--- config.mk ---
export PLATFORM = sky130hd
export DESIGN_NAME = lru_key_value_cache
export DESIGN_NICKNAME = d
export VERILOG_FILES = /design/src/rtl/lrukv_pkg.sv /design/src/rtl/lru_key_value_cache.sv /design/src/rtl/lrukv_ram.sv
export SDC_FILE = /design/constraint.sdc
export NUM_CORES = 1
export LEC_CHECK = 0
export BUFFER_PORTS_ARGS = -buffer_cell sky130_fd_sc_hd__buf_2
export CORE_MARGIN = 3
export CORE_UTILIZATION = 50
export DETAILED_ROUTE_END_ITERATION = 10
export GPL_TIMING_DRIVEN = 0
export PLACE_DENSITY = 0.69
export SLEW_MARGIN = 40
export SYNTH_ARGS = -nofsm -noshare
export SYNTH_HDL_FRONTEND = slang
export SYNTH_SLANG_ARGS = --single-unit
--- constraint.sdc ---
create_clock -name clk -period 4.27 [get_ports clk]
set_input_delay 0.2135 -clock clk [delete_from_list [all_inputs] [get_ports clk]]
set_output_delay 0.2135 -clock clk [all_outputs]
set_load 0.1 [all_outputs]
--- src/rtl/lrukv_pkg.sv ---
// Shared types, constants and sequencer states for the LRU key-value cache.
package lrukv_pkg;

	// Default sizes handed to the top level parameters
	localparam int DEF_CAPACITY   = 8;
	localparam int DEF_KEY_BITS   = 32;
	localparam int DEF_VALUE_BITS = 32;

	// Operation codes of the func field
	localparam logic FUNC_PUT = 1'b0;
	localparam logic FUNC_GET = 1'b1;

	// Command fields of one transfer into the cache
	typedef struct packed {
		logic               func;
		logic signed [31:0] lookup_key;
		logic signed [31:0] write_value;
	} cmd_t;

	// Result fields of one transfer out of the cache
	typedef struct packed {
		logic               found;
		logic signed [31:0] read_value;
		logic               evicted;
	} result_t;

	// Sequencer states
	typedef enum logic [2:0] {
		ST_IDLE,
		ST_SCAN,
		ST_DECIDE,
		ST_RANK,
		ST_WRITE,
		ST_DONE
	} state_t;

endpackage

--- src/rtl/lru_key_value_cache.sv ---
// Top level of the fully associative key-value cache with LRU replacement.
//
// Usage:
//   A command (put or get, key, value) is transferred in at a rising edge
//   where start is high and busy is low. busy stays high while the command
//   is worked on. Its result (found, read_value, evicted) appears on result
//   for exactly one cycle with done high; the receiver cannot stall it and
//   must take it in that cycle.
//   Walk: one key comparator walks the CAPACITY stored entries, one per
//   cycle, through the registered memory read; then the same entry walk
//   updates the recency ranks through the rank memory port. A put or a
//   get hit walks the ranks, writes, then shows done; a get miss skips
//   the rank walk and goes from the decision straight to done. busy
//   drops in the done cycle, so a new command can be taken there.
//   Reset: arst_n clears the sequencer, the valid bits and the fill count,
//   so the cache starts empty; stored keys, values and ranks need no
//   clearing since only valid entries are ever looked at.
module lru_key_value_cache #(
	parameter int CAPACITY   = lrukv_pkg::DEF_CAPACITY,
	parameter int KEY_BITS   = lrukv_pkg::DEF_KEY_BITS,
	parameter int VALUE_BITS = lrukv_pkg::DEF_VALUE_BITS
) (
	input  logic                clk,
	input  logic                arst_n,
	input  logic                start,
	output logic                busy,
	input  lrukv_pkg::cmd_t     cmd,
	output logic                done,
	output lrukv_pkg::result_t  result
);

	localparam int IDX_BITS  = (CAPACITY > 1) ? $clog2(CAPACITY) : 1;
	localparam int CNT_BITS  = $clog2(CAPACITY + 1);
	localparam int RANK_BITS = IDX_BITS;

	lrukv_pkg::state_t state_q, state_d;

	// Command registers
	logic                  func_q;
	logic [KEY_BITS-1:0]   key_q;
	logic [VALUE_BITS-1:0] val_q;

	// Walk counter and read pipeline stage
	logic [CNT_BITS-1:0] cnt_q;
	logic                issue;
	logic                v_s1;
	logic [IDX_BITS-1:0] idx_s1;

	// Scan results
	logic                 hit_q;
	logic [IDX_BITS-1:0]  hit_slot_q;
	logic [RANK_BITS-1:0] hit_rank_q;
	logic                 free_found_q;
	logic [IDX_BITS-1:0]  free_slot_q;
	logic [IDX_BITS-1:0]  lru_slot_q;

	// Update decision
	logic [IDX_BITS-1:0] slot_q;
	logic [CNT_BITS-1:0] limit_q;
	logic                evict_q;

	// Occupancy
	logic [CAPACITY-1:0] valid_q;
	logic [CNT_BITS-1:0] fill_q;
	logic                full;

	// Memory ports
	logic [KEY_BITS-1:0]   key_rd;
	logic [VALUE_BITS-1:0] val_rd;
	logic [RANK_BITS-1:0]  rank_rd;
	logic                  rank_we;
	logic [RANK_BITS-1:0]  rank_wdata;
	logic                  entry_we;
	logic                  key_we;
	logic                  accept;
	logic                  cur_valid;

	assign accept    = start && !busy;
	assign full      = (fill_q == CNT_BITS'(CAPACITY));
	assign issue     = (cnt_q != CNT_BITS'(CAPACITY));
	assign cur_valid = valid_q[idx_s1];

	// Entry memories
	lrukv_ram #(.DEPTH(CAPACITY), .WIDTH(KEY_BITS), .ADDR_BITS(IDX_BITS)) u_key_ram (
		.clk   (clk),
		.we    (key_we),
		.waddr (slot_q),
		.wdata (key_q),
		.raddr (cnt_q[IDX_BITS-1:0]),
		.rdata (key_rd)
	);

	lrukv_ram #(.DEPTH(CAPACITY), .WIDTH(VALUE_BITS), .ADDR_BITS(IDX_BITS)) u_val_ram (
		.clk   (clk),
		.we    (entry_we),
		.waddr (slot_q),
		.wdata (val_q),
		.raddr (hit_slot_q),
		.rdata (val_rd)
	);

	lrukv_ram #(.DEPTH(CAPACITY), .WIDTH(RANK_BITS), .ADDR_BITS(IDX_BITS)) u_rank_ram (
		.clk   (clk),
		.we    (rank_we),
		.waddr (idx_s1),
		.wdata (rank_wdata),
		.raddr (cnt_q[IDX_BITS-1:0]),
		.rdata (rank_rd)
	);

	// Age entries more recent than the limit, zero the touched slot
	always_comb begin
		rank_we    = 1'b0;
		rank_wdata = '0;
		if (state_q == lrukv_pkg::ST_RANK && v_s1) begin
			if (idx_s1 == slot_q) begin
				rank_we    = 1'b1;
				rank_wdata = '0;
			end else if (cur_valid && (CNT_BITS'(rank_rd) < limit_q)) begin
				rank_we    = 1'b1;
				rank_wdata = rank_rd + RANK_BITS'(1);
			end
		end
	end

	// Store key and value at the end of a put
	assign entry_we = (state_q == lrukv_pkg::ST_WRITE) && (func_q == lrukv_pkg::FUNC_PUT);
	assign key_we   = entry_we && !hit_q;

	// Next state and handshake outputs
	always_comb begin
		state_d = state_q;
		busy    = 1'b1;
		done    = 1'b0;
		unique case (state_q)
			lrukv_pkg::ST_IDLE: begin
				busy = 1'b0;
				if (start) begin
					state_d = lrukv_pkg::ST_SCAN;
				end
			end
			lrukv_pkg::ST_SCAN: begin
				if (!issue) begin
					state_d = lrukv_pkg::ST_DECIDE;
				end
			end
			lrukv_pkg::ST_DECIDE: begin
				if (func_q == lrukv_pkg::FUNC_GET && !hit_q) begin
					state_d = lrukv_pkg::ST_DONE;
				end else begin
					state_d = lrukv_pkg::ST_RANK;
				end
			end
			lrukv_pkg::ST_RANK: begin
				if (!issue) begin
					state_d = lrukv_pkg::ST_WRITE;
				end
			end
			lrukv_pkg::ST_WRITE: begin
				state_d = lrukv_pkg::ST_DONE;
			end
			lrukv_pkg::ST_DONE: begin
				busy = 1'b0;
				done = 1'b1;
				state_d = start ? lrukv_pkg::ST_SCAN : lrukv_pkg::ST_IDLE;
			end
			default: begin
				state_d = lrukv_pkg::ST_IDLE;
			end
		endcase
	end

	always_ff @(posedge clk or negedge arst_n) begin
		if (!arst_n) begin
			state_q <= lrukv_pkg::ST_IDLE;
		end else begin
			state_q <= state_d;
		end
	end

	// Capture the command on transfer
	always_ff @(posedge clk) begin
		if (accept) begin
			func_q <= cmd.func;
			key_q  <= KEY_BITS'($unsigned(cmd.lookup_key));
			val_q  <= VALUE_BITS'($unsigned(cmd.write_value));
		end
	end

	// Advance the entry walk
	always_ff @(posedge clk or negedge arst_n) begin
		if (!arst_n) begin
			cnt_q <= '0;
			v_s1  <= 1'b0;
		end else begin
			if (accept || state_q == lrukv_pkg::ST_DECIDE) begin
				cnt_q <= '0;
			end else if ((state_q == lrukv_pkg::ST_SCAN || state_q == lrukv_pkg::ST_RANK)
				&& issue) begin
				cnt_q <= cnt_q + CNT_BITS'(1);
			end
			v_s1 <= (state_q == lrukv_pkg::ST_SCAN || state_q == lrukv_pkg::ST_RANK) && issue;
		end
	end

	always_ff @(posedge clk) begin
		idx_s1 <= cnt_q[IDX_BITS-1:0];
	end

	// Compare one stored entry per cycle
	always_ff @(posedge clk or negedge arst_n) begin
		if (!arst_n) begin
			hit_q        <= 1'b0;
			free_found_q <= 1'b0;
		end else if (accept) begin
			hit_q        <= 1'b0;
			free_found_q <= 1'b0;
		end else if (state_q == lrukv_pkg::ST_SCAN && v_s1) begin
			if (cur_valid && key_rd == key_q && !hit_q) begin
				hit_q <= 1'b1;
			end
			if (!cur_valid && !free_found_q) begin
				free_found_q <= 1'b1;
			end
		end
	end

	always_ff @(posedge clk) begin
		if (state_q == lrukv_pkg::ST_SCAN && v_s1) begin
			if (cur_valid && key_rd == key_q && !hit_q) begin
				hit_slot_q <= idx_s1;
				hit_rank_q <= rank_rd;
			end
			if (!cur_valid && !free_found_q) begin
				free_slot_q <= idx_s1;
			end
			if (cur_valid && rank_rd == RANK_BITS'(CAPACITY - 1)) begin
				lru_slot_q <= idx_s1;
			end
		end
	end

	// Pick the slot to touch and the rank limit for aging
	always_ff @(posedge clk) begin
		if (state_q == lrukv_pkg::ST_DECIDE) begin
			if (hit_q) begin
				slot_q  <= hit_slot_q;
				limit_q <= CNT_BITS'(hit_rank_q);
				evict_q <= 1'b0;
			end else if (full) begin
				slot_q  <= lru_slot_q;
				limit_q <= CNT_BITS'(CAPACITY - 1);
				evict_q <= (func_q == lrukv_pkg::FUNC_PUT);
			end else begin
				slot_q  <= free_slot_q;
				limit_q <= CNT_BITS'(CAPACITY);
				evict_q <= 1'b0;
			end
		end
	end

	// Claim a free slot on insert
	always_ff @(posedge clk or negedge arst_n) begin
		if (!arst_n) begin
			valid_q <= '0;
			fill_q  <= '0;
		end else if (key_we && !evict_q) begin
			valid_q[slot_q] <= 1'b1;
			fill_q          <= fill_q + CNT_BITS'(1);
		end
	end

	// Drive the result fields
	always_comb begin
		result.found      = hit_q;
		result.read_value = (func_q == lrukv_pkg::FUNC_GET && hit_q) ? 32'(val_rd) : '0;
		result.evicted    = evict_q;
	end

endmodule

--- src/rtl/lrukv_ram.sv ---
// Simple dual-port entry memory: one write port, one read port with registered data.
module lrukv_ram #(
	parameter int DEPTH     = lrukv_pkg::DEF_CAPACITY,
	parameter int WIDTH     = lrukv_pkg::DEF_KEY_BITS,
	parameter int ADDR_BITS = (DEPTH > 1) ? $clog2(DEPTH) : 1
) (
	input  logic                 clk,
	input  logic                 we,
	input  logic [ADDR_BITS-1:0] waddr,
	input  logic [WIDTH-1:0]     wdata,
	input  logic [ADDR_BITS-1:0] raddr,
	output logic [WIDTH-1:0]     rdata
);

	logic [WIDTH-1:0] mem_q [DEPTH];

	// Write one entry per cycle
	always_ff @(posedge clk) begin
		if (we) begin
			mem_q[waddr] <= wdata;
		end
	end

	// Register the read data
	always_ff @(posedge clk) begin
		rdata <= mem_q[raddr];
	end

endmodule
==> reports/results.tsv, run 1 <==
metric	value	unit
final_hold_viol_count	0	
finClkSkew	0.0229	ns
synth-simple-area-share	2.75	%
crit_type	reg -> out	
critPathMostFrequentCell	clkbuf_1	
path_max_fanout	10	
synth_warnings	0	
vias_per_cell	5.58	
tritoncts	yes	
r2r_cells	6	
areaGrowthSynthToFinish	19.3	%
path_cells	clkbuf_1, clkbuf_1, and3_1, buf_2	
drc	0	
dr.pass1.iters	5	
wl_per_cell	23.6	µm
fin_crit	3.01	ns
ys_seq_area_share	78.6	%
postSynth.asyncResetShare	3.09	%
fin_crit_sh	70.4	%
wirelength	52600	µm
antenna_found_initial	1	
synth_compound_area_share	0.921	%
synthTopCellsByArea	edfxtp_1 71%, mux4_2 12%, dfxtp_1 5.3%	
grtUsageTotal	19.4	%
regToRegSetupSlack	1.29	ns
final_nets	1571	
critPathCaptureType	output pin	
min_path_type	in -> async	
core	51600	µm²
relSlewSlack	45.4	%
port_buffers	103	
maxSlewViolCount	0	
ys.flop_type	edfxtp_1	
synth_top_family_by_area	multiplexers	
syn_area	26200	µm²
total_power	17.3	mW
syn-num-nets	1277	
synth_fa_ha_area_share	0.382	%
crit_path_top_delay_cell	clkbuf_1	
synth_xor_area_share	1.37	%
rr_endpoint	u_key_ram.mem_q[0][17]	
synth_top_area_cell	edfxtp_1	
powerDensity	552	nW/µm²
crit_path_start_kind	register	
critPathArrivalTime	2.79	ns
max_cap_viol_count	0	
synth_top_area_share	71.1	%
first_global_vias	13091	
synthMuxAreaShare	14.8	%
vias	12453	
synth-edff-count	621	
netlist_instances	1201	
status	finished, final reports clean	
worst_pin_slew	0.819	ns
ys_ff_latch	713	
cts_htree_levels	3	
place_hpwl	33200	µm
die_y	235	µm
crit_path_max_incr_delay	0.51	ns
place.gp.congestion	0.768	
setup_viol	0	
grt-ovfl-total	0	
drive_gt1_share	33.2	%
insertion_delay	0.61	ns
grt_first_pass_wirelength	80600	µm
die_area	55200	µm²
clk_pin_slew	0.06	ns
finalSetupTns	0	ns
grt_max_degree	39	
syn_avg_cell_area	21.8	µm²
cts.sinks	713	
ioPinCount	104	
start_util	50.8	%
clock-root-buffer	clkbuf_16	
required	4.06	ns
num_antenna_cells	0	
irDropWorstVdd	0.362	mV
crit_end	result[29]	
rsz0062_at_grt	false	
std_cell_rows	83	
fmax	333	MHz
crit_start	hit_q	
leakage	10.7	nW
drt-initial-drc-count	1002	
cts_inserted_buffers	72	
synth_cell_types	47	
dieWidth	235	µm
antenna_left	0	
clock_path_buffers	3	
r2r-start	func_q	
## critical path: cells and delay by family, from the launching register on
kind	cells	cell delay [ns]
AND/OR/NAND/NOR	1	0.32
buffers and inverters	3	1.41
flip-flops	1	0.46
## report_power, final
group	switching [mW]	leakage, nW	internal [mW]
Sequential	0.454	6.52	8.32
Clock	2.54	1.09	3.46
Combinational	1.34	3.04	1.14
## Yosys cell counts, types with 2 or more instances
cell type and n:
nand2_1 14, a21oi_1 4, o21a_1 2, inv_1 13, and3_1 34, a21o_1 10
dfxtp_1 70, nand3_1 6, ha_1 8, nor3_1 10, clkbuf_1 33, o21ai_0 5
buf_2 18, xnor2_1 39, edfxtp_1 621, nor2_1 27, dfrtp_1 22, a2111oi_1 4
nor4_1 3, nor2b_1 6, buf_6 2, and2_1 3, mux4_2 136, nand4_1 10
mux2_2 67, mux2i_1 5, xor2_1 2, buf_4 2, nand2b_1 7
## registers in the layout (all words and copies together) (netlist names), 4 cells and up
| name | flops |
|---|---|
| cnt_q | 4 |
| fill_q | 4 |
| key_q | 32 |
| limit_q | 4 |
| u_key_ram.mem_q | 256 |
| u_key_ram.rdata | 32 |
| u_rank_ram.mem_q | 24 |
| u_val_ram.mem_q | 256 |
| u_val_ram.rdata | 32 |
| val_q | 32 |
| valid_q | 8 |
## cells by family after synthesis
kind of cell    Yosys count
xor+xnor                 41
simple gates            128
compound gates           32
flops                   713
buf+inv                  70
mux                     209
fa+ha+maj                 8
## how the worst min path moves through the flow
| stage | to | depth (start not counted) |
|---|---|---|
| final | valid_q[6] | 2 |
| after global routing | valid_q[6] | 2 |
| after floorplan | cnt_q[0] | 0 |
| after detailed placement | fill_q[3] | 1 |
| after global placement | fill_q[2] | 1 |
| after CTS | state_q[0] | 2 |
## area by class of cell
type                            count  area [µm²]
Clock inverter                     37         333
Timing Repair Buffer              220        1820
Sequential cell                   713       20600
Clock buffer                       93        1900
Buffer                             57         262
Inverter                           13        53.8
Fill cell                        3584       20300
Multi-Input combinational cell    418        5450
Tap cell                          680         851
## metrics by stage
stage | hold WS, ns | setup slack, ns | std cells | instance area [µm²] | util, %
after floorplan | -0.0821 | 0.246 | 1201 | 26200 | -
after global placement | 0.219 | -2.37 | 1984 | 27600 | 53.4
after detailed placement | 0.233 | 1.35 | 2034 | 28300 | 54.9
after CTS | 0.171 | 1.24 | 2231 | 31300 | 60.6
after global routing | 0.246 | 1.12 | 2231 | 31300 | 60.6
final | 0.167 | 1.26 | 2231 | 31300 | 60.6
## routing by layer
layer | GRT usage [%] | share of wire (%)
met1 | 27.6 | 43
met3 | 3.29 | 5.5
met5 | 0 | 0.025
met2 | 31.1 | 49
met4 | 5.95 | 2.1
## repair_timing
| item | CTS | global route |
|---|---|---|
| hold buffers | 67 | 0 |
| hold endpoints to repair | 88 | 0 |
| endpoints found under the setup margin | 0 | 0 |
| setup buffers | 0 | 0 |
| resized for setup | 0 | 0 |
## cell usage in the layout, fill, tap and decap left out, drive strengths merged, types with 4 or more instances in the layout
master,count
bufinv,5
dlygate4sd3,67
nor2,28
o21ai,6
ha,8
inv,16
a2111oi,6
nand2b,7
xnor2,39
clkbuf,127
and3,34
nand4,10
clkinv,27
a21oi,4
nand3,6
dfrtp,22
nor2b,6
nor3,12
mux4,136
buf,176
a21o,10
nand2,14
mux2,68
edfxtp,621
dfxtp,70
mux2i,5
No activity file was read; power rests on OpenSTA's default activity.
==> run 2: changes to the inputs <==
- ABC_AREA: not set -> 1
- PLACE_DENSITY: 0.69 -> 0.67
- clock period: 4.27 -> 3.15 ns (I/O delays scaled with it)
==> reports/results.tsv, run 2 <==
metric	value	unit	change
status	finished, final reports clean		unchanged
cts_setup_buffers	0		unchanged
synth_warnings	0		unchanged
leakage	11.8	nW	was 10.7 nW
synth_top_area_cell	edfxtp_1		unchanged
crit_start	hit_q		unchanged
critPathCaptureType	output pin		unchanged
final_cell_mix	621 x edfxtp_1, 545 x nor2_1, 255 x o21ai_0		was 621 x edfxtp_1, 136 x mux4_2, 131 x buf_2
powerDensity	769	nW/µm²	was 552 nW/µm²
syn_area	27200	µm²	was 26200 µm²
port_buffers	103		unchanged
drive_gt1_share	13.4	%	was 33.2%
finClkSkew	0.0192	ns	was 0.0229 ns
r2r-start	hit_q		was func_q
r2r_cells	6		unchanged
drt-met1-wl	27400	µm	was 22600 µm
postSynth.asyncResetShare	3.09	%	unchanged
start_util	51.1	%	was 50.8%
final_cell_count_no_fill	3195		was 2231
crit_path_top_delay_cell	buf_2		was clkbuf_1
wl_per_cell	20.3	µm	was 23.6 µm
fill_cells	4012		was 3584
fin_util	61.2	%	was 60.6%
place_hpwl	43200	µm	was 33200 µm
rsz0062_at_grt	false		unchanged
cts.sinks	713		unchanged
fin_crit	2.85	ns	
path_cells	buf_2, nand2_1, clkbuf_1, nor2_1, buf_2		was clkbuf_1, clkbuf_1, and3_1, buf_2
rr_endpoint	hit_rank_q[0]		was u_key_ram.mem_q[0][17]
final_hold_viol_count	0		unchanged
irDropWorstVdd	0.573	mV	was 0.362 mV
cts_inserted_buffers	73		was 72
fmax	351	MHz	
critPathArrivalTime	2.69	ns	was 2.79 ns
total_power	25.0	mW	was 17.3 mW
whs	0.0846	ns	was 0.167 ns
drt-initial-drc-count	1832		was 1002
wirelength	64900	µm	was 52600 µm
postCtsHoldBufs	67		unchanged
crit_path_max_incr_delay	0.49	ns	was 0.51 ns
max_cap_viol_count	0		unchanged
grt_first_pass_wirelength	98700	µm	was 80600 µm
fin_area	32500	µm²	was 31300 µm²
top_layer_used	met4		was met5
finalSetupTns	0	ns	unchanged
ioPinCount	104		unchanged
synthTopCellsByArea	edfxtp_1 69%, nor2_1 7.7%, dfxtp_1 5.2%		was edfxtp_1 71%, mux4_2 12%, dfxtp_1 5.3%
syn-num-nets	2242		was 1277
wl_met3	4980	µm	was 2880 µm
ys.flop_type	edfxtp_1		unchanged
insertion_delay	0.61	ns	about the same
critPathMostFrequentCell	buf_2		was clkbuf_1
vias	17660		was 12453
dpl_cell_area	29500	µm²	was 28300 µm²
num_antenna_cells	0		unchanged
pre_cts_ws	0.634	ns	was 1.35 ns
dpl.cell_count	2995		was 2034
dr.pass1.iters	6		was 5
layout_commonest_cell	edfxtp_1		unchanged
tritoncts	yes		unchanged
std_cell_rows	84		was 83
relSlewSlack	42.5	%	was 45.4%
first_global_vias	17218		was 13091
synthTopCellsByCount	621 x edfxtp_1, 561 x nor2_1, 255 x o21ai_0, 138 x nand2_1, 129 x inv_1		was 621 x edfxtp_1, 136 x mux4_2, 70 x dfxtp_1, 67 x mux2_2, 39 x xnor2_1
clock_path_buffers	3		unchanged
areaGrowthSynthToFinish	19.6	%	was 19.3%
die_y	239	µm	was 235 µm
grt_max_degree	23		was 39
syn_avg_cell_area	12.6	µm²	was 21.8 µm²
routed-wl-met2	30800	µm	was 26000 µm
crit_path_start_kind	register		unchanged
grtUsageTotal	22.7	%	was 19.4%
synth_top_area_share	68.6	%	was 71.1%
synth_most_common_cell	edfxtp_1		unchanged
netlist_instances	2166		was 1201
synth-edff-count	621		unchanged
ys_seq_area_share	75.7	%	was 78.6%
final_nets	2525		was 1571
reg.largest.list	u_key_ram.mem_q (256), u_val_ram.mem_q (256)		unchanged
worst_slack	0.300	ns	was 1.26 ns
setup_viol	0		unchanged
clk_pin_slew	0.06	ns	about the same
min_path_type	in -> async		unchanged
die_area	57200	µm²	was 55200 µm²
grt-ovfl-total	0		unchanged
cts.repair.resized	0		unchanged
worst_pin_slew	0.859	ns	was 0.819 ns
drc	0		unchanged
place.gp.congestion	0.853		was 0.768
required	2.99	ns	was 4.06 ns
core	53200	µm²	was 51600 µm²
regToRegSetupSlack	0.54	ns	was 1.29 ns
dieWidth	239	µm	was 235 µm
crit_type	reg -> out		unchanged
maxSlewViolCount	0		unchanged
antenna_left	0		unchanged
path_max_fanout	10		unchanged
cts_htree_levels	3		unchanged
clock-root-buffer	clkbuf_16		unchanged
ys_ff_latch	713		unchanged
synth_cell_types	41		was 47
fin_crit_sh	90.5	%	
vias_per_cell	5.53		was 5.58
antenna_found_initial	0		was 1
run 2: cell count changes in the layout (fill, tap and decap cells not counted), moves of 10 or more:
cell / change
a21o_1: -10
a31oi_1: +68
and3_1: -33
clkbuf_1: +27
inv_1: +117
mux2_2: -67
mux4_2: -136
nand2_1: +124
nand3_1: +16
nor2_1: +530
o21ai_0: +250
o21ai_1: +29
o22ai_1: +67
xnor2_1: -27
run 2: layout make-up:
cell class	instances	area (µm²)	area share (%)
tap	688	861	2.65
sequential	713	20600	63.3
inverter	137	520	1.60
clock inverter	30	340	1.05
multi-input combinational	1207	5700	17.5
buffer	109	526	1.62
timing repair buffer	208	1950	5.98
clock buffer	103	2040	6.28
run 2: worst max-delay path by stage:
stage	slack [ns]	endpoint
after floorplan	0.49	func_q
after detailed placement	0.63	hit_slot_q[2]
final	0.30	result[29]
after CTS	0.21	result[27]
after global routing	0.21	result[29]
after global placement	-1.11	u_key_ram.mem_q[7][12]
run 2: power breakdown:
group / internal (mW) / leakage, nW / switching (mW)
clock: 5.11 / 1.16 / 3.45
combinational: 1.46 / 4.16 / 3.14
sequential: 11.2 / 6.50 / 0.634
run 2: kinds of logic (layout without fill, tap and decap cells):
family	count (synthesis)	after routing	synth area share (%)
AND/OR/NAND/NOR	752	752	10.9
flip-flops	713	713	75.7
AO/OA/AOI/OAI	431	431	8.64
buffers and inverters	246	587	3.85
XOR/XNOR	16	16	0.515
adder cells (fa/ha/maj)	8	8	0.368
run 2: critical path: cells and delay by family (launching register included):
family                 cells  cell delay, ns
DFF                        1            0.35
buffers and inverters      3            1.11
and+or+nand+nor            2            0.62
run 2: layer usage:
layer / GRT usage, % / up-vias
met2: 36.6 / 717
met3: 3.82 / 120
li1: - / 8194
met1: 32.0 / 8629
met5: 0 / -
met4: 7.31 / 0
==> run 3: changes to the inputs <==
- CORE_ASPECT_RATIO: not set -> 1.2
==> reports/results.tsv, run 3 (same netlist as run 2, synthesis figures left out) <==
metric	value	unit	change
status	finished, final reports clean		unchanged
r2r-start	key_q[24]		was hit_q
port_buffers	103		unchanged
critPathArrivalTime	2.62	ns	was 2.69 ns
fin_util	60.4	%	was 61.2%
fin_crit	2.78	ns	was 2.85 ns
wirelength	64400	µm	was 64900 µm
drc	0		unchanged
final_nets	2522		was 2525
insertion_delay	0.60	ns	was 0.61 ns
maxSlewViolCount	0		unchanged
r2r_cells	6		unchanged
num_antenna_cells	0		unchanged
p_sw	7.11	mW	was 7.23 mW
seq_area	20600	µm²	unchanged
antenna_left	0		unchanged
die_y	262	µm	was 239 µm
max_cap_viol_count	0		unchanged
final_cell_mix	621 x edfxtp_1, 545 x nor2_1, 255 x o21ai_0		unchanged
dieWidth	219	µm	was 239 µm
multi_input_comb_area	5700	µm²	unchanged
first_global_vias	17549		was 17218
die_area	57200	µm²	about the same
powerDensity	754	nW/µm²	was 769 nW/µm²
rsz0062_at_grt	false		unchanged
clock_path_buffers	3		unchanged
worst_pin_slew	0.684	ns	was 0.859 ns
pwr-share-seq	48.5	%	was 47.4%
grt_first_pass_wirelength	98600	µm	was 98700 µm
worst_slack	0.375	ns	was 0.300 ns
ioPinCount	104		unchanged
areaGrowthSynthToFinish	19.3	%	was 19.6%
total_power	24.5	mW	was 25.0 mW
pwr-share-clk	32.9	%	was 34.2%
antenna_found_initial	0		unchanged
grt-ovfl-total	0		unchanged
fin_crit_sh	88.1	%	was 90.5%
grt_max_degree	23		unchanged
clk_pin_slew	0.06	ns	about the same
relSlewSlack	54.4	%	was 42.5%
start_util	50.6	%	was 51.1%
rr_endpoint	hit_slot_q[1]		was hit_rank_q[0]
required	2.99	ns	about the same
path_max_fanout	10		unchanged
finClkSkew	0.0263	ns	was 0.0192 ns
p_int	17.4	mW	was 17.8 mW
clock-root-buffer	clkbuf_16		unchanged
std_cell_rows	93		was 84
cts.sinks	713		unchanged
finalSetupTns	0	ns	unchanged
leakage	11.8	nW	about the same
layout_commonest_cell	edfxtp_1		unchanged
fmax	360	MHz	was 351 MHz
drt-initial-drc-count	1576		was 1832
regToRegSetupSlack	0.62	ns	was 0.54 ns
drive_gt1_share	13.3	%	was 13.4%
irDropWorstVdd	0.507	mV	was 0.573 mV
p_comb_share	18.6	%	was 18.4%
cts.repair.resized	0		unchanged
cts_inserted_buffers	70		was 73
reg.largest.list	u_key_ram.mem_q (256), u_val_ram.mem_q (256)		unchanged
grtUsageTotal	22.6	%	was 22.7%
crit_type	reg -> out		unchanged
whs	0.0794	ns	was 0.0846 ns
place.gp.congestion	0.841		was 0.853
dpl_cell_area	29600	µm²	was 29500 µm²
final_cell_count_no_fill	3211		was 3195
vias_per_cell	5.43		was 5.53
vias	17428		was 17660
crit_path_start_kind	register		unchanged
setup_viol	0		unchanged
wl_per_cell	20.0	µm	was 20.3 µm
min_path_type	in -> async		unchanged
place_hpwl	44100	µm	was 43200 µm
pre_cts_ws	0.607	ns	was 0.634 ns
cts_htree_levels	3		unchanged
final_hold_viol_count	0		unchanged
fill_cells	4185		was 4012
dr.pass1.iters	5		was 6
core	53800	µm²	was 53200 µm²
critPathCaptureType	output pin		unchanged
fin_area	32500	µm²	about the same
tritoncts	yes		unchanged
dpl.cell_count	3019		was 2995
swShare	29.0	%	was 28.9%
## run 3: changes by cell type in the layout (fill, tap and decap cells not counted), sizes merged
| cell | change |
|---|---|
| inv | -2 |
| clkbuf | -17 |
| clkinv | +12 |
| bufinv | -1 |
## run 3: power by group through the flow
stage,logic [mW],registers (mW),clock network [mW]
4_1_cts,4.58,11.9,8.19
3_3_place_gp,4.24,12.0,0
6_report,4.56,11.9,8.05
2_1_floorplan,2.98,11.8,0
5_1_grt,5.08,12.0,8.58
3_5_place_dp,4.49,12.1,0
## run 3: timing repair
action	CTS	global route
setup buffers	0	0
hold buffers	67	0
hold endpoints to repair	88	0
## run 3: metal layers
layer	global-route usage, %	vias up	wire [µm]	part of all wire [%]
met5	0	-	0	0
met4	9.40	0	2050	3.2
met3	3.02	146	3490	5.4
met2	41.6	581	34300	53
met1	26.7	8524	24500	38
li1	-	8177	-	-
## run 3: worst max-delay path by stage
| stage | slack [ns] | startpoint | end | cells after the start |
|---|---|---|---|---|
| final | 0.37 | hit_q | result[25] | 5 |
| after global routing | 0.21 | hit_q | result[25] | 5 |
| after CTS | 0.30 | hit_q | result[26] | 5 |
| after detailed placement | 0.61 | key_q[24] | hit_rank_q[0] | 6 |
| after global placement | -1.19 | hit_q | u_key_ram.mem_q[4][9] | 4 |
| after floorplan | 0.49 | state_q[0] | func_q | 5 |
## run 3: layout make-up
cell class	instances	share of cell area, %
repair buffers	208	6.25
clock inverters	39	1.06
clock buffers	86	5.71
plain buffers	109	1.62
flip-flops and latches	713	63.5
well taps	712	2.74
multi-input cells	1207	17.6
inverters	137	1.60
## run 3: worst max-delay path: stages (launching register included)
cell and delay (ns):
dfrtp_1 0.39, buf_2 0.25, nand2_1 0.33, clkbuf_1 0.36
nor2_1 0.25, buf_2 0.47
